**config.mk**
```make
export PLATFORM = sky130hd
export DESIGN_NAME = divisor_pair_enumerator
export DESIGN_NICKNAME = d
export VERILOG_FILES = /design/src/rtl/dpe_pkg.sv /design/src/rtl/dpe_ctrl.sv /design/src/rtl/dpe_datapath.sv /design/src/rtl/divisor_pair_enumerator.sv
export VERILOG_INCLUDE_DIRS = /design/src /design/src/rtl
export SDC_FILE = /design/constraint.sdc
export NUM_CORES = 1
export LEC_CHECK = 0
export BUFFER_PORTS_ARGS = -buffer_cell sky130_fd_sc_hd__buf_2
export CORE_MARGIN = 5
export CORE_UTILIZATION = 28
export DETAILED_ROUTE_END_ITERATION = 16
export SLEW_MARGIN = 20
export SYNTH_ARGS = -nofsm -noshare
export SYNTH_HDL_FRONTEND = slang
export SYNTH_SLANG_ARGS = --single-unit
```
**constraint.sdc**
```tcl
create_clock -name clk -period 34.7 [get_ports clk]
set_clock_uncertainty 0.1 [all_clocks]
set_input_delay 6.94 -clock clk [delete_from_list [all_inputs] [get_ports clk]]
set_output_delay 6.94 -clock clk [all_outputs]
set_load 0.05 [all_outputs]
```
**src/rtl/divisor_pair_enumerator_assert.svh**
```systemverilog
// Assertion macros for the divisor pair enumerator RTL.
`ifndef DIVISOR_PAIR_ENUMERATOR_ASSERT_SVH
`define DIVISOR_PAIR_ENUMERATOR_ASSERT_SVH

// The consequent must hold in the same cycle as the antecedent.
`define DPE_ASSERT_SAME(label, clk, rst_n, ante, cons) \
	label: assert property (@(posedge clk) disable iff (!rst_n) (ante) |-> (cons)) \
		else $error("divisor pair enumerator assertion failed");

// The consequent must hold in the cycle after the antecedent.
`define DPE_ASSERT_NEXT(label, clk, rst_n, ante, cons) \
	label: assert property (@(posedge clk) disable iff (!rst_n) (ante) |=> (cons)) \
		else $error("divisor pair enumerator assertion failed");

`endif

```
**src/rtl/dpe_pkg.sv**
```systemverilog
// Shared constants and controller/datapath interface types for the divisor pair enumerator.
`default_nettype none

package dpe_pkg;

	localparam int NUM_WIDTH_DEF = 16;
	localparam int IN_W = 16;
	localparam int SMALL_W = 8;
	localparam int COF_W = 16;
	localparam int KIND_W = 2;
	localparam int DIV_BITS = 8;

	localparam logic [KIND_W-1:0] KIND_PAIR = 2'd0;
	localparam logic [KIND_W-1:0] KIND_ROOT = 2'd1;
	localparam logic [KIND_W-1:0] KIND_NONE = 2'd2;

	typedef struct packed {
		logic load;
		logic div_start;
		logic div_step;
		logic advance;
		logic capture;
		logic [KIND_W-1:0] cap_kind;
		logic push;
		logic push_last;
	} dpe_cmd_t;

	typedef struct packed {
		logic n_zero;
		logic sq_lt;
		logic sq_eq;
		logic div_done;
		logic rem_zero;
		logic pend_valid;
		logic out_free;
	} dpe_sts_t;

endpackage

`default_nettype wire

```
**src/rtl/dpe_ctrl.sv**
```systemverilog
// Controller state machine that sequences candidates, divisions and result transactions.
`default_nettype none

module dpe_ctrl (
	input  wire logic             clk,
	input  wire logic             arst_n,
	input  wire logic             in_valid,
	output logic                  in_stall,
	input  wire dpe_pkg::dpe_sts_t sts,
	output dpe_pkg::dpe_cmd_t     cmd
);

	localparam logic [2:0] ST_IDLE   = 3'd0;
	localparam logic [2:0] ST_CHECK  = 3'd1;
	localparam logic [2:0] ST_DIV    = 3'd2;
	localparam logic [2:0] ST_FINISH = 3'd3;

	logic [2:0] state_q;
	logic [2:0] state_nxt;
	logic       slot_ok;

	assign in_stall = (state_q != ST_IDLE);
	assign slot_ok = !sts.pend_valid || sts.out_free;

	always_comb begin
		cmd = '0;
		cmd.cap_kind = dpe_pkg::KIND_PAIR;
		state_nxt = state_q;
		case (state_q)
			ST_IDLE: begin
				if (in_valid) begin
					cmd.load = 1'b1;
					state_nxt = ST_CHECK;
				end
			end
			ST_CHECK: begin
				if (sts.n_zero) begin
					cmd.capture = 1'b1;
					cmd.cap_kind = dpe_pkg::KIND_NONE;
					state_nxt = ST_FINISH;
				end else if (sts.sq_lt) begin
					cmd.div_start = 1'b1;
					state_nxt = ST_DIV;
				end else if (sts.sq_eq) begin
					if (slot_ok) begin
						cmd.push = sts.pend_valid;
						cmd.capture = 1'b1;
						cmd.cap_kind = dpe_pkg::KIND_ROOT;
						state_nxt = ST_FINISH;
					end
				end else begin
					state_nxt = ST_FINISH;
				end
			end
			ST_DIV: begin
				if (!sts.div_done) begin
					cmd.div_step = 1'b1;
				end else if (!sts.rem_zero) begin
					cmd.advance = 1'b1;
					state_nxt = ST_CHECK;
				end else if (slot_ok) begin
					cmd.push = sts.pend_valid;
					cmd.capture = 1'b1;
					cmd.cap_kind = dpe_pkg::KIND_PAIR;
					cmd.advance = 1'b1;
					state_nxt = ST_CHECK;
				end
			end
			ST_FINISH: begin
				if (sts.out_free) begin
					cmd.push = 1'b1;
					cmd.push_last = 1'b1;
					state_nxt = ST_IDLE;
				end
			end
			default: begin
				state_nxt = ST_IDLE;
			end
		endcase
	end

	always_ff @(posedge clk or negedge arst_n) begin
		if (!arst_n) begin
			state_q <= ST_IDLE;
		end else begin
			state_q <= state_nxt;
		end
	end

endmodule

`default_nettype wire

```
**src/rtl/dpe_datapath.sv**
```systemverilog
// Datapath with the candidate counter, the iterative divider, the held-back result and the output register.
`default_nettype none

module dpe_datapath #(
	parameter int NUM_WIDTH = dpe_pkg::NUM_WIDTH_DEF
) (
	input  wire logic                        clk,
	input  wire logic                        arst_n,
	input  wire logic [dpe_pkg::IN_W-1:0]    number,
	input  wire dpe_pkg::dpe_cmd_t           cmd,
	output dpe_pkg::dpe_sts_t                sts,
	output logic [dpe_pkg::SMALL_W-1:0]      small_divisor,
	output logic [dpe_pkg::COF_W-1:0]        cofactor,
	output logic [dpe_pkg::KIND_W-1:0]       kind,
	output logic                             last,
	output logic                             out_valid,
	input  wire logic                        out_stall
);

	localparam int SW = dpe_pkg::SMALL_W;
	localparam int CW = dpe_pkg::COF_W;
	localparam int KW = dpe_pkg::KIND_W;
	localparam int DIV_BITS = dpe_pkg::DIV_BITS;
	localparam int DW = (NUM_WIDTH + 1) / 2 + 1;
	localparam int SQ_W = 2 * DW;
	localparam int DIV_CYC = (NUM_WIDTH + DIV_BITS - 1) / DIV_BITS;
	localparam int QW = DIV_CYC * DIV_BITS;
	localparam int CNT_W = $clog2(DIV_CYC + 1);

	logic [NUM_WIDTH-1:0] n_q;
	logic [DW-1:0]        d_q;
	logic [SQ_W-1:0]      sq_q;
	logic [DW-1:0]        rem_q;
	logic [QW-1:0]        quo_q;
	logic [CNT_W-1:0]     div_cnt_q;

	logic [DW:0]          trial;
	logic [DW-1:0]        r_w;
	logic [QW-1:0]        q_w;

	logic                 pend_valid_q;
	logic [SW-1:0]        pend_small_q;
	logic [CW-1:0]        pend_cof_q;
	logic [KW-1:0]        pend_kind_q;

	logic                 out_valid_q;
	logic [SW-1:0]        out_small_q;
	logic [CW-1:0]        out_cof_q;
	logic [KW-1:0]        out_kind_q;
	logic                 out_last_q;

	logic [SQ_W-1:0]      n_ext;
	logic [CW-1:0]        cap_cof;
	logic [SW-1:0]        cap_small;

	assign n_ext = {{(SQ_W - NUM_WIDTH){1'b0}}, n_q};

	// Eight restoring division steps per cycle.
	always_comb begin
		r_w = rem_q;
		q_w = quo_q;
		trial = '0;
		for (int i = 0; i < DIV_BITS; i++) begin
			trial = {r_w, q_w[QW-1]};
			q_w = {q_w[QW-2:0], 1'b0};
			if (trial >= {1'b0, d_q}) begin
				r_w = DW'(trial - {1'b0, d_q});
				q_w[0] = 1'b1;
			end else begin
				r_w = trial[DW-1:0];
			end
		end
	end

	always_comb begin
		cap_small = SW'(d_q);
		cap_cof = '0;
		case (cmd.cap_kind)
			dpe_pkg::KIND_PAIR: cap_cof = CW'(quo_q[NUM_WIDTH-1:0]);
			dpe_pkg::KIND_NONE: cap_small = '0;
			default: cap_cof = '0;
		endcase
	end

	assign sts.n_zero = (n_q == '0);
	assign sts.sq_lt = (sq_q < n_ext);
	assign sts.sq_eq = (sq_q == n_ext);
	assign sts.div_done = (div_cnt_q == '0);
	assign sts.rem_zero = (rem_q == '0);
	assign sts.pend_valid = pend_valid_q;
	assign sts.out_free = !out_valid_q || !out_stall;

	always_ff @(posedge clk or negedge arst_n) begin
		if (!arst_n) begin
			div_cnt_q <= '0;
			pend_valid_q <= 1'b0;
			out_valid_q <= 1'b0;
		end else begin
			if (cmd.div_start) begin
				div_cnt_q <= CNT_W'(DIV_CYC);
			end else if (cmd.div_step) begin
				div_cnt_q <= div_cnt_q - 1'b1;
			end
			if (cmd.load) begin
				pend_valid_q <= 1'b0;
			end else if (cmd.capture) begin
				pend_valid_q <= 1'b1;
			end else if (cmd.push) begin
				pend_valid_q <= 1'b0;
			end
			if (cmd.push) begin
				out_valid_q <= 1'b1;
			end else if (!out_stall) begin
				out_valid_q <= 1'b0;
			end
		end
	end

	always_ff @(posedge clk) begin
		if (cmd.load) begin
			n_q <= number[NUM_WIDTH-1:0];
			d_q <= DW'(1);
			sq_q <= SQ_W'(1);
		end else if (cmd.advance) begin
			d_q <= d_q + 1'b1;
			sq_q <= sq_q + SQ_W'({d_q, 1'b1});
		end
		if (cmd.div_start) begin
			rem_q <= '0;
			quo_q <= QW'(n_q);
		end else if (cmd.div_step) begin
			rem_q <= r_w;
			quo_q <= q_w;
		end
		if (cmd.push) begin
			out_small_q <= pend_small_q;
			out_cof_q <= pend_cof_q;
			out_kind_q <= pend_kind_q;
			out_last_q <= cmd.push_last;
		end
		if (cmd.capture) begin
			pend_small_q <= cap_small;
			pend_cof_q <= cap_cof;
			pend_kind_q <= cmd.cap_kind;
		end
	end

	assign small_divisor = out_small_q;
	assign cofactor = out_cof_q;
	assign kind = out_kind_q;
	assign last = out_last_q;
	assign out_valid = out_valid_q;

endmodule

`default_nettype wire

```
**src/rtl/divisor_pair_enumerator.sv**
```systemverilog
// Top level of the divisor pair enumerator: controller, datapath and checks.
//
// One input transaction carries a number; its low NUM_WIDTH bits are used.
// The block lists the divisors by trial division over candidates d with
// d*d below the number. Each dividing candidate gives one output transaction
// with small_divisor d, cofactor number/d and kind pair. A perfect square
// ends with a kind root transaction carrying the root, and zero gives one
// kind none transaction. The final transaction of a number has last set.
// One number is worked at a time; in_stall stays high from acceptance until
// the final transaction is loaded into the output register.
// Each candidate passes through a bound check, two divider passes of eight
// quotient bits each for 16 bits, and a decision. A found divisor is held
// back one step so that the last flag is known when it is sent. While
// out_stall is high and the output is valid, the output holds and the
// controller waits before sending the next transaction. Reset clears the
// state machine and all valid flags; no clearing pass is needed.
`default_nettype none

module divisor_pair_enumerator #(
	parameter int NUM_WIDTH = dpe_pkg::NUM_WIDTH_DEF
) (
	input  wire logic                        clk,
	input  wire logic                        arst_n,
	input  wire logic                        in_valid,
	output logic                             in_stall,
	input  wire logic [dpe_pkg::IN_W-1:0]    number,
	output logic                             out_valid,
	input  wire logic                        out_stall,
	output logic [dpe_pkg::SMALL_W-1:0]      small_divisor,
	output logic [dpe_pkg::COF_W-1:0]        cofactor,
	output logic [dpe_pkg::KIND_W-1:0]       kind,
	output logic                             last
);

	dpe_pkg::dpe_cmd_t cmd;
	dpe_pkg::dpe_sts_t sts;

	dpe_ctrl u_ctrl (
		.clk      (clk),
		.arst_n   (arst_n),
		.in_valid (in_valid),
		.in_stall (in_stall),
		.sts      (sts),
		.cmd      (cmd)
	);

	dpe_datapath #(
		.NUM_WIDTH (NUM_WIDTH)
	) u_datapath (
		.clk           (clk),
		.arst_n        (arst_n),
		.number        (number),
		.cmd           (cmd),
		.sts           (sts),
		.small_divisor (small_divisor),
		.cofactor      (cofactor),
		.kind          (kind),
		.last          (last),
		.out_valid     (out_valid),
		.out_stall     (out_stall)
	);

`include "divisor_pair_enumerator_assert.svh"

	`DPE_ASSERT_SAME(a_idle_no_pending, clk, arst_n, !in_stall, !sts.pend_valid)
	`DPE_ASSERT_SAME(a_push_has_room, clk, arst_n, cmd.push, !out_valid || !out_stall)
	`DPE_ASSERT_NEXT(a_accept_then_busy, clk, arst_n, in_valid && !in_stall, in_stall)
	`DPE_ASSERT_SAME(a_none_is_last, clk, arst_n, out_valid && (kind == dpe_pkg::KIND_NONE), last)

endmodule

`default_nettype wire
```
==> metrics.txt <==
status=complete, no violations; compound-gate portion of the synthesized area=0.176; critical path arrival=19510 ps; Tcrit/Tclk final=0.555; number of global-route vias before repair=7303; largest net degree at the start of global routing=44; crit end category=flip-flop; reg2reg setup slack=15440 ps; Seq cells post-synth=127; crit path from=u_datapath.d_q[0]; placeable core region=34300 um2; # fillers=3494; cell mode on critical path=a21o_1; CTS HTree Levels=4; gr usage total=0.128; fin crit period=19260 ps; setup TNS=0 ps; Num CTS Buffers=17; Post-route DRC=0; Vias/cell=4.95; xor and xnor fraction of the mapped netlist area=0.0617; # diodes=0; simple-gate share of the synthesized area=0.151; PortBufs=48; first drt pass iteration count=4; main combinational cell family by area after synthesis=compound AO/OA/AOI/OAI gates; EDFF count, synth=85; initial DRC count=488; unrepaired setup endpoints after global routing=false; DR vias=7519; crit path launch type=flip-flop; cts hold-fix bufs=0; post-synthesis instance total=993; Yosys cell types=76; most area-hungry cell type in the Yosys netlist=edfxtp_1; Synth area leaders=edfxtp_1 26%, ha_1 13%, dfxtp_1 7.5%, xnor2_1 4.2%, a21oi_1 4.0%; register area share after synthesis=0.354; Hold Fails Final Rpt=0; area share of the largest cell type after synthesis=0.264; mux share of post-synthesis cell area=0.0676; WHS=314 ps; Longest Clk Path Bufs=2; Crit Path Class=reg2reg; min-delay worst type=reg2reg; CP required=34950 ps; Post-Syn Area=9660 um2; Adder-Cell Fraction of Synth Area=0.152; initial core utilization=0.282; reg2reg end=u_datapath.rem_q[0]; FMAX=51.9 MHz; Routed Antenna Nets=0; WL final=24.7 mm; Setup Fix Bufs, Post-CTS=0; R2R depth=72; async set-or-reset flop fraction in the synthesized netlist=0.0472; Slew @ Worst Pin=970 ps; RD Place Congestion=0.914; first-pass GRT wire length=39.7 mm; R2R Path Start=u_datapath.d_q[0]; Die Width=196 um; CTS tree=built; Reg clk slew, reported paths=60 ps; # setup viols final=0; Avg Inst Size Synth=9.73 um2; Final nets=1182; Synth Net Count=1125; drt wl/cell=16.3 um; Max Slew Vio Count=0; share of cells above drive strength 1=0.135; grt ovf=0; CTS root buf=clkbuf_16; Core Util, Final=0.322; Clock Sinks=127; relative slew slack=0.352; placed insts=1485; CTS resizes=0; die area=38300 um2; I/O pins=49; die height=196 um; initial antenna violation count=2; Clock Latency Late Sink=420 ps; P&R area growth vs syn=14.2%; Crit Path Max Fanout=18; synth warn=0; FP Rows=68; max-cap violations=0; DPL Wire Length=19.2 mm; ys flop type=edfxtp_1; slowest CP cell=a211oi_2; slowest stage delay, CP=820 ps; fin cells=1518; CP endpoint=u_datapath.rem_q[0]
==> stage by stage <==
step,cell area [um2],setup slack (ps)
floorplan,9660,18230
global placement,10400,16130
detailed placement,10400,15720
CTS,11000,15650
global route,11000,14000
finish,11000,15440
==> worst min path at each step <==
stage | start | endpoint | slack [ps] | cells after the start
finish | u_datapath.pend_cof_q[9] | u_datapath.cofactor[9] | 310 | 0
global route | u_datapath.pend_cof_q[9] | u_datapath.cofactor[9] | 310 | 0
CTS | u_datapath.pend_cof_q[9] | u_datapath.cofactor[9] | 310 | 0
detailed placement | u_datapath.pend_cof_q[3] | u_datapath.cofactor[3] | 300 | 0
global placement | u_datapath.pend_small_q[2] | u_datapath.small_divisor[2] | 300 | 0
floorplan | u_datapath.pend_cof_q[0] | u_datapath.cofactor[0] | 300 | 0
==> per-layer routing <==
metal	routed length (um)	GRT usage	vias up
met4	598	0.0406	4
met5	23	0	-
li1	-	-	3759
met3	967	0.0210	41
met1	11700	0.174	3549
met2	11500	0.210	166
==> worst max-delay path: cells and delay by family (launching register included) <==
| family | cells | cell delay (ps) |
|---|---|---|
| buf+inv | 3 | 580 |
| flops | 1 | 300 |
| mux | 8 | 2710 |
| simple gates | 18 | 3310 |
| compound gates | 34 | 8860 |
| fa+ha+maj | 9 | 3300 |
==> kinds of logic (layout without fill, tap and decap cells) <==
kind of cell    Yosys count  in the layout
mux                      58             58
flops                   127            127
xor+xnor                 68             68
fa+ha+maj               112            112
buf+inv                  90            160
compound gates          250            250
simple gates            288            288
==> registers in the layout, indices dropped and copies added, names as in the netlist, 8 cells and up <==
name and count:
u_datapath.cofactor 16, u_datapath.d_q 9, u_datapath.n_q 16, u_datapath.pend_cof_q 16
u_datapath.pend_small_q 8, u_datapath.quo_q 16, u_datapath.rem_q 9, u_datapath.small_divisor 8
u_datapath.sq_q 18
==> cell usage in the layout, fill, tap and decap left out, types with 6 or more instances in the layout <==
master / count
mux2i_1: 27
dfxtp_1: 36
a21oi_1: 78
nand3_1: 19
buf_4: 9
a211oi_1: 11
nor4_1: 10
buf_2: 48
clkbuf_16: 17
ha_1: 103
mux2_2: 21
nor2_1: 71
nand2b_1: 14
inv_1: 69
or3_1: 7
xnor2_1: 46
xor2_1: 22
nor2b_1: 14
fa_1: 9
o21a_1: 17
mux2_4: 9
nand4_1: 18
nor3b_1: 7
nor3_1: 8
a21o_1: 33
dfrtp_1: 6
o21ai_0: 49
o211ai_1: 8
and3_1: 7
edfxtp_1: 85
and2_1: 22
nand2_1: 71
==> synth_stat cells (5+ instances only) <==
cell type	n
o21bai_1	5
mux2_4	9
nor2_1	71
nor3b_1	7
mux2i_1	27
fa_1	9
nand2_1	71
xnor2_1	46
mux2_2	21
nor3_1	8
o21ai_0	49
a21boi_0	5
nor2b_1	15
and2_1	22
o21a_1	17
dfxtp_1	36
ha_1	103
nand4_1	18
dfrtp_1	6
a21oi_1	78
and4_1	5
inv_1	69
edfxtp_1	85
a21o_1	33
and3_1	7
nand2b_1	14
xor2_1	22
o211ai_1	8
or3_1	7
clkbuf_1	15
nand3_1	19
nor4_1	10
a211oi_1	12
==> area by class of cell <==
| type | instances | area [um2] | area share |
|---|---|---|---|
| clock inverters | 14 | 146 | 0.0133 |
| multi-input cells | 776 | 5880 | 0.533 |
| flip-flops and latches | 127 | 3420 | 0.310 |
| well taps | 455 | 569 | 0.0516 |
| clock buffers | 18 | 429 | 0.0389 |
| inverters | 70 | 263 | 0.0238 |
| repair buffers | 58 | 323 | 0.0293 |
Power is left out: the tool's default activity adds up to more than one toggle a clock period on the data nets, which glitch-free logic cannot reach.
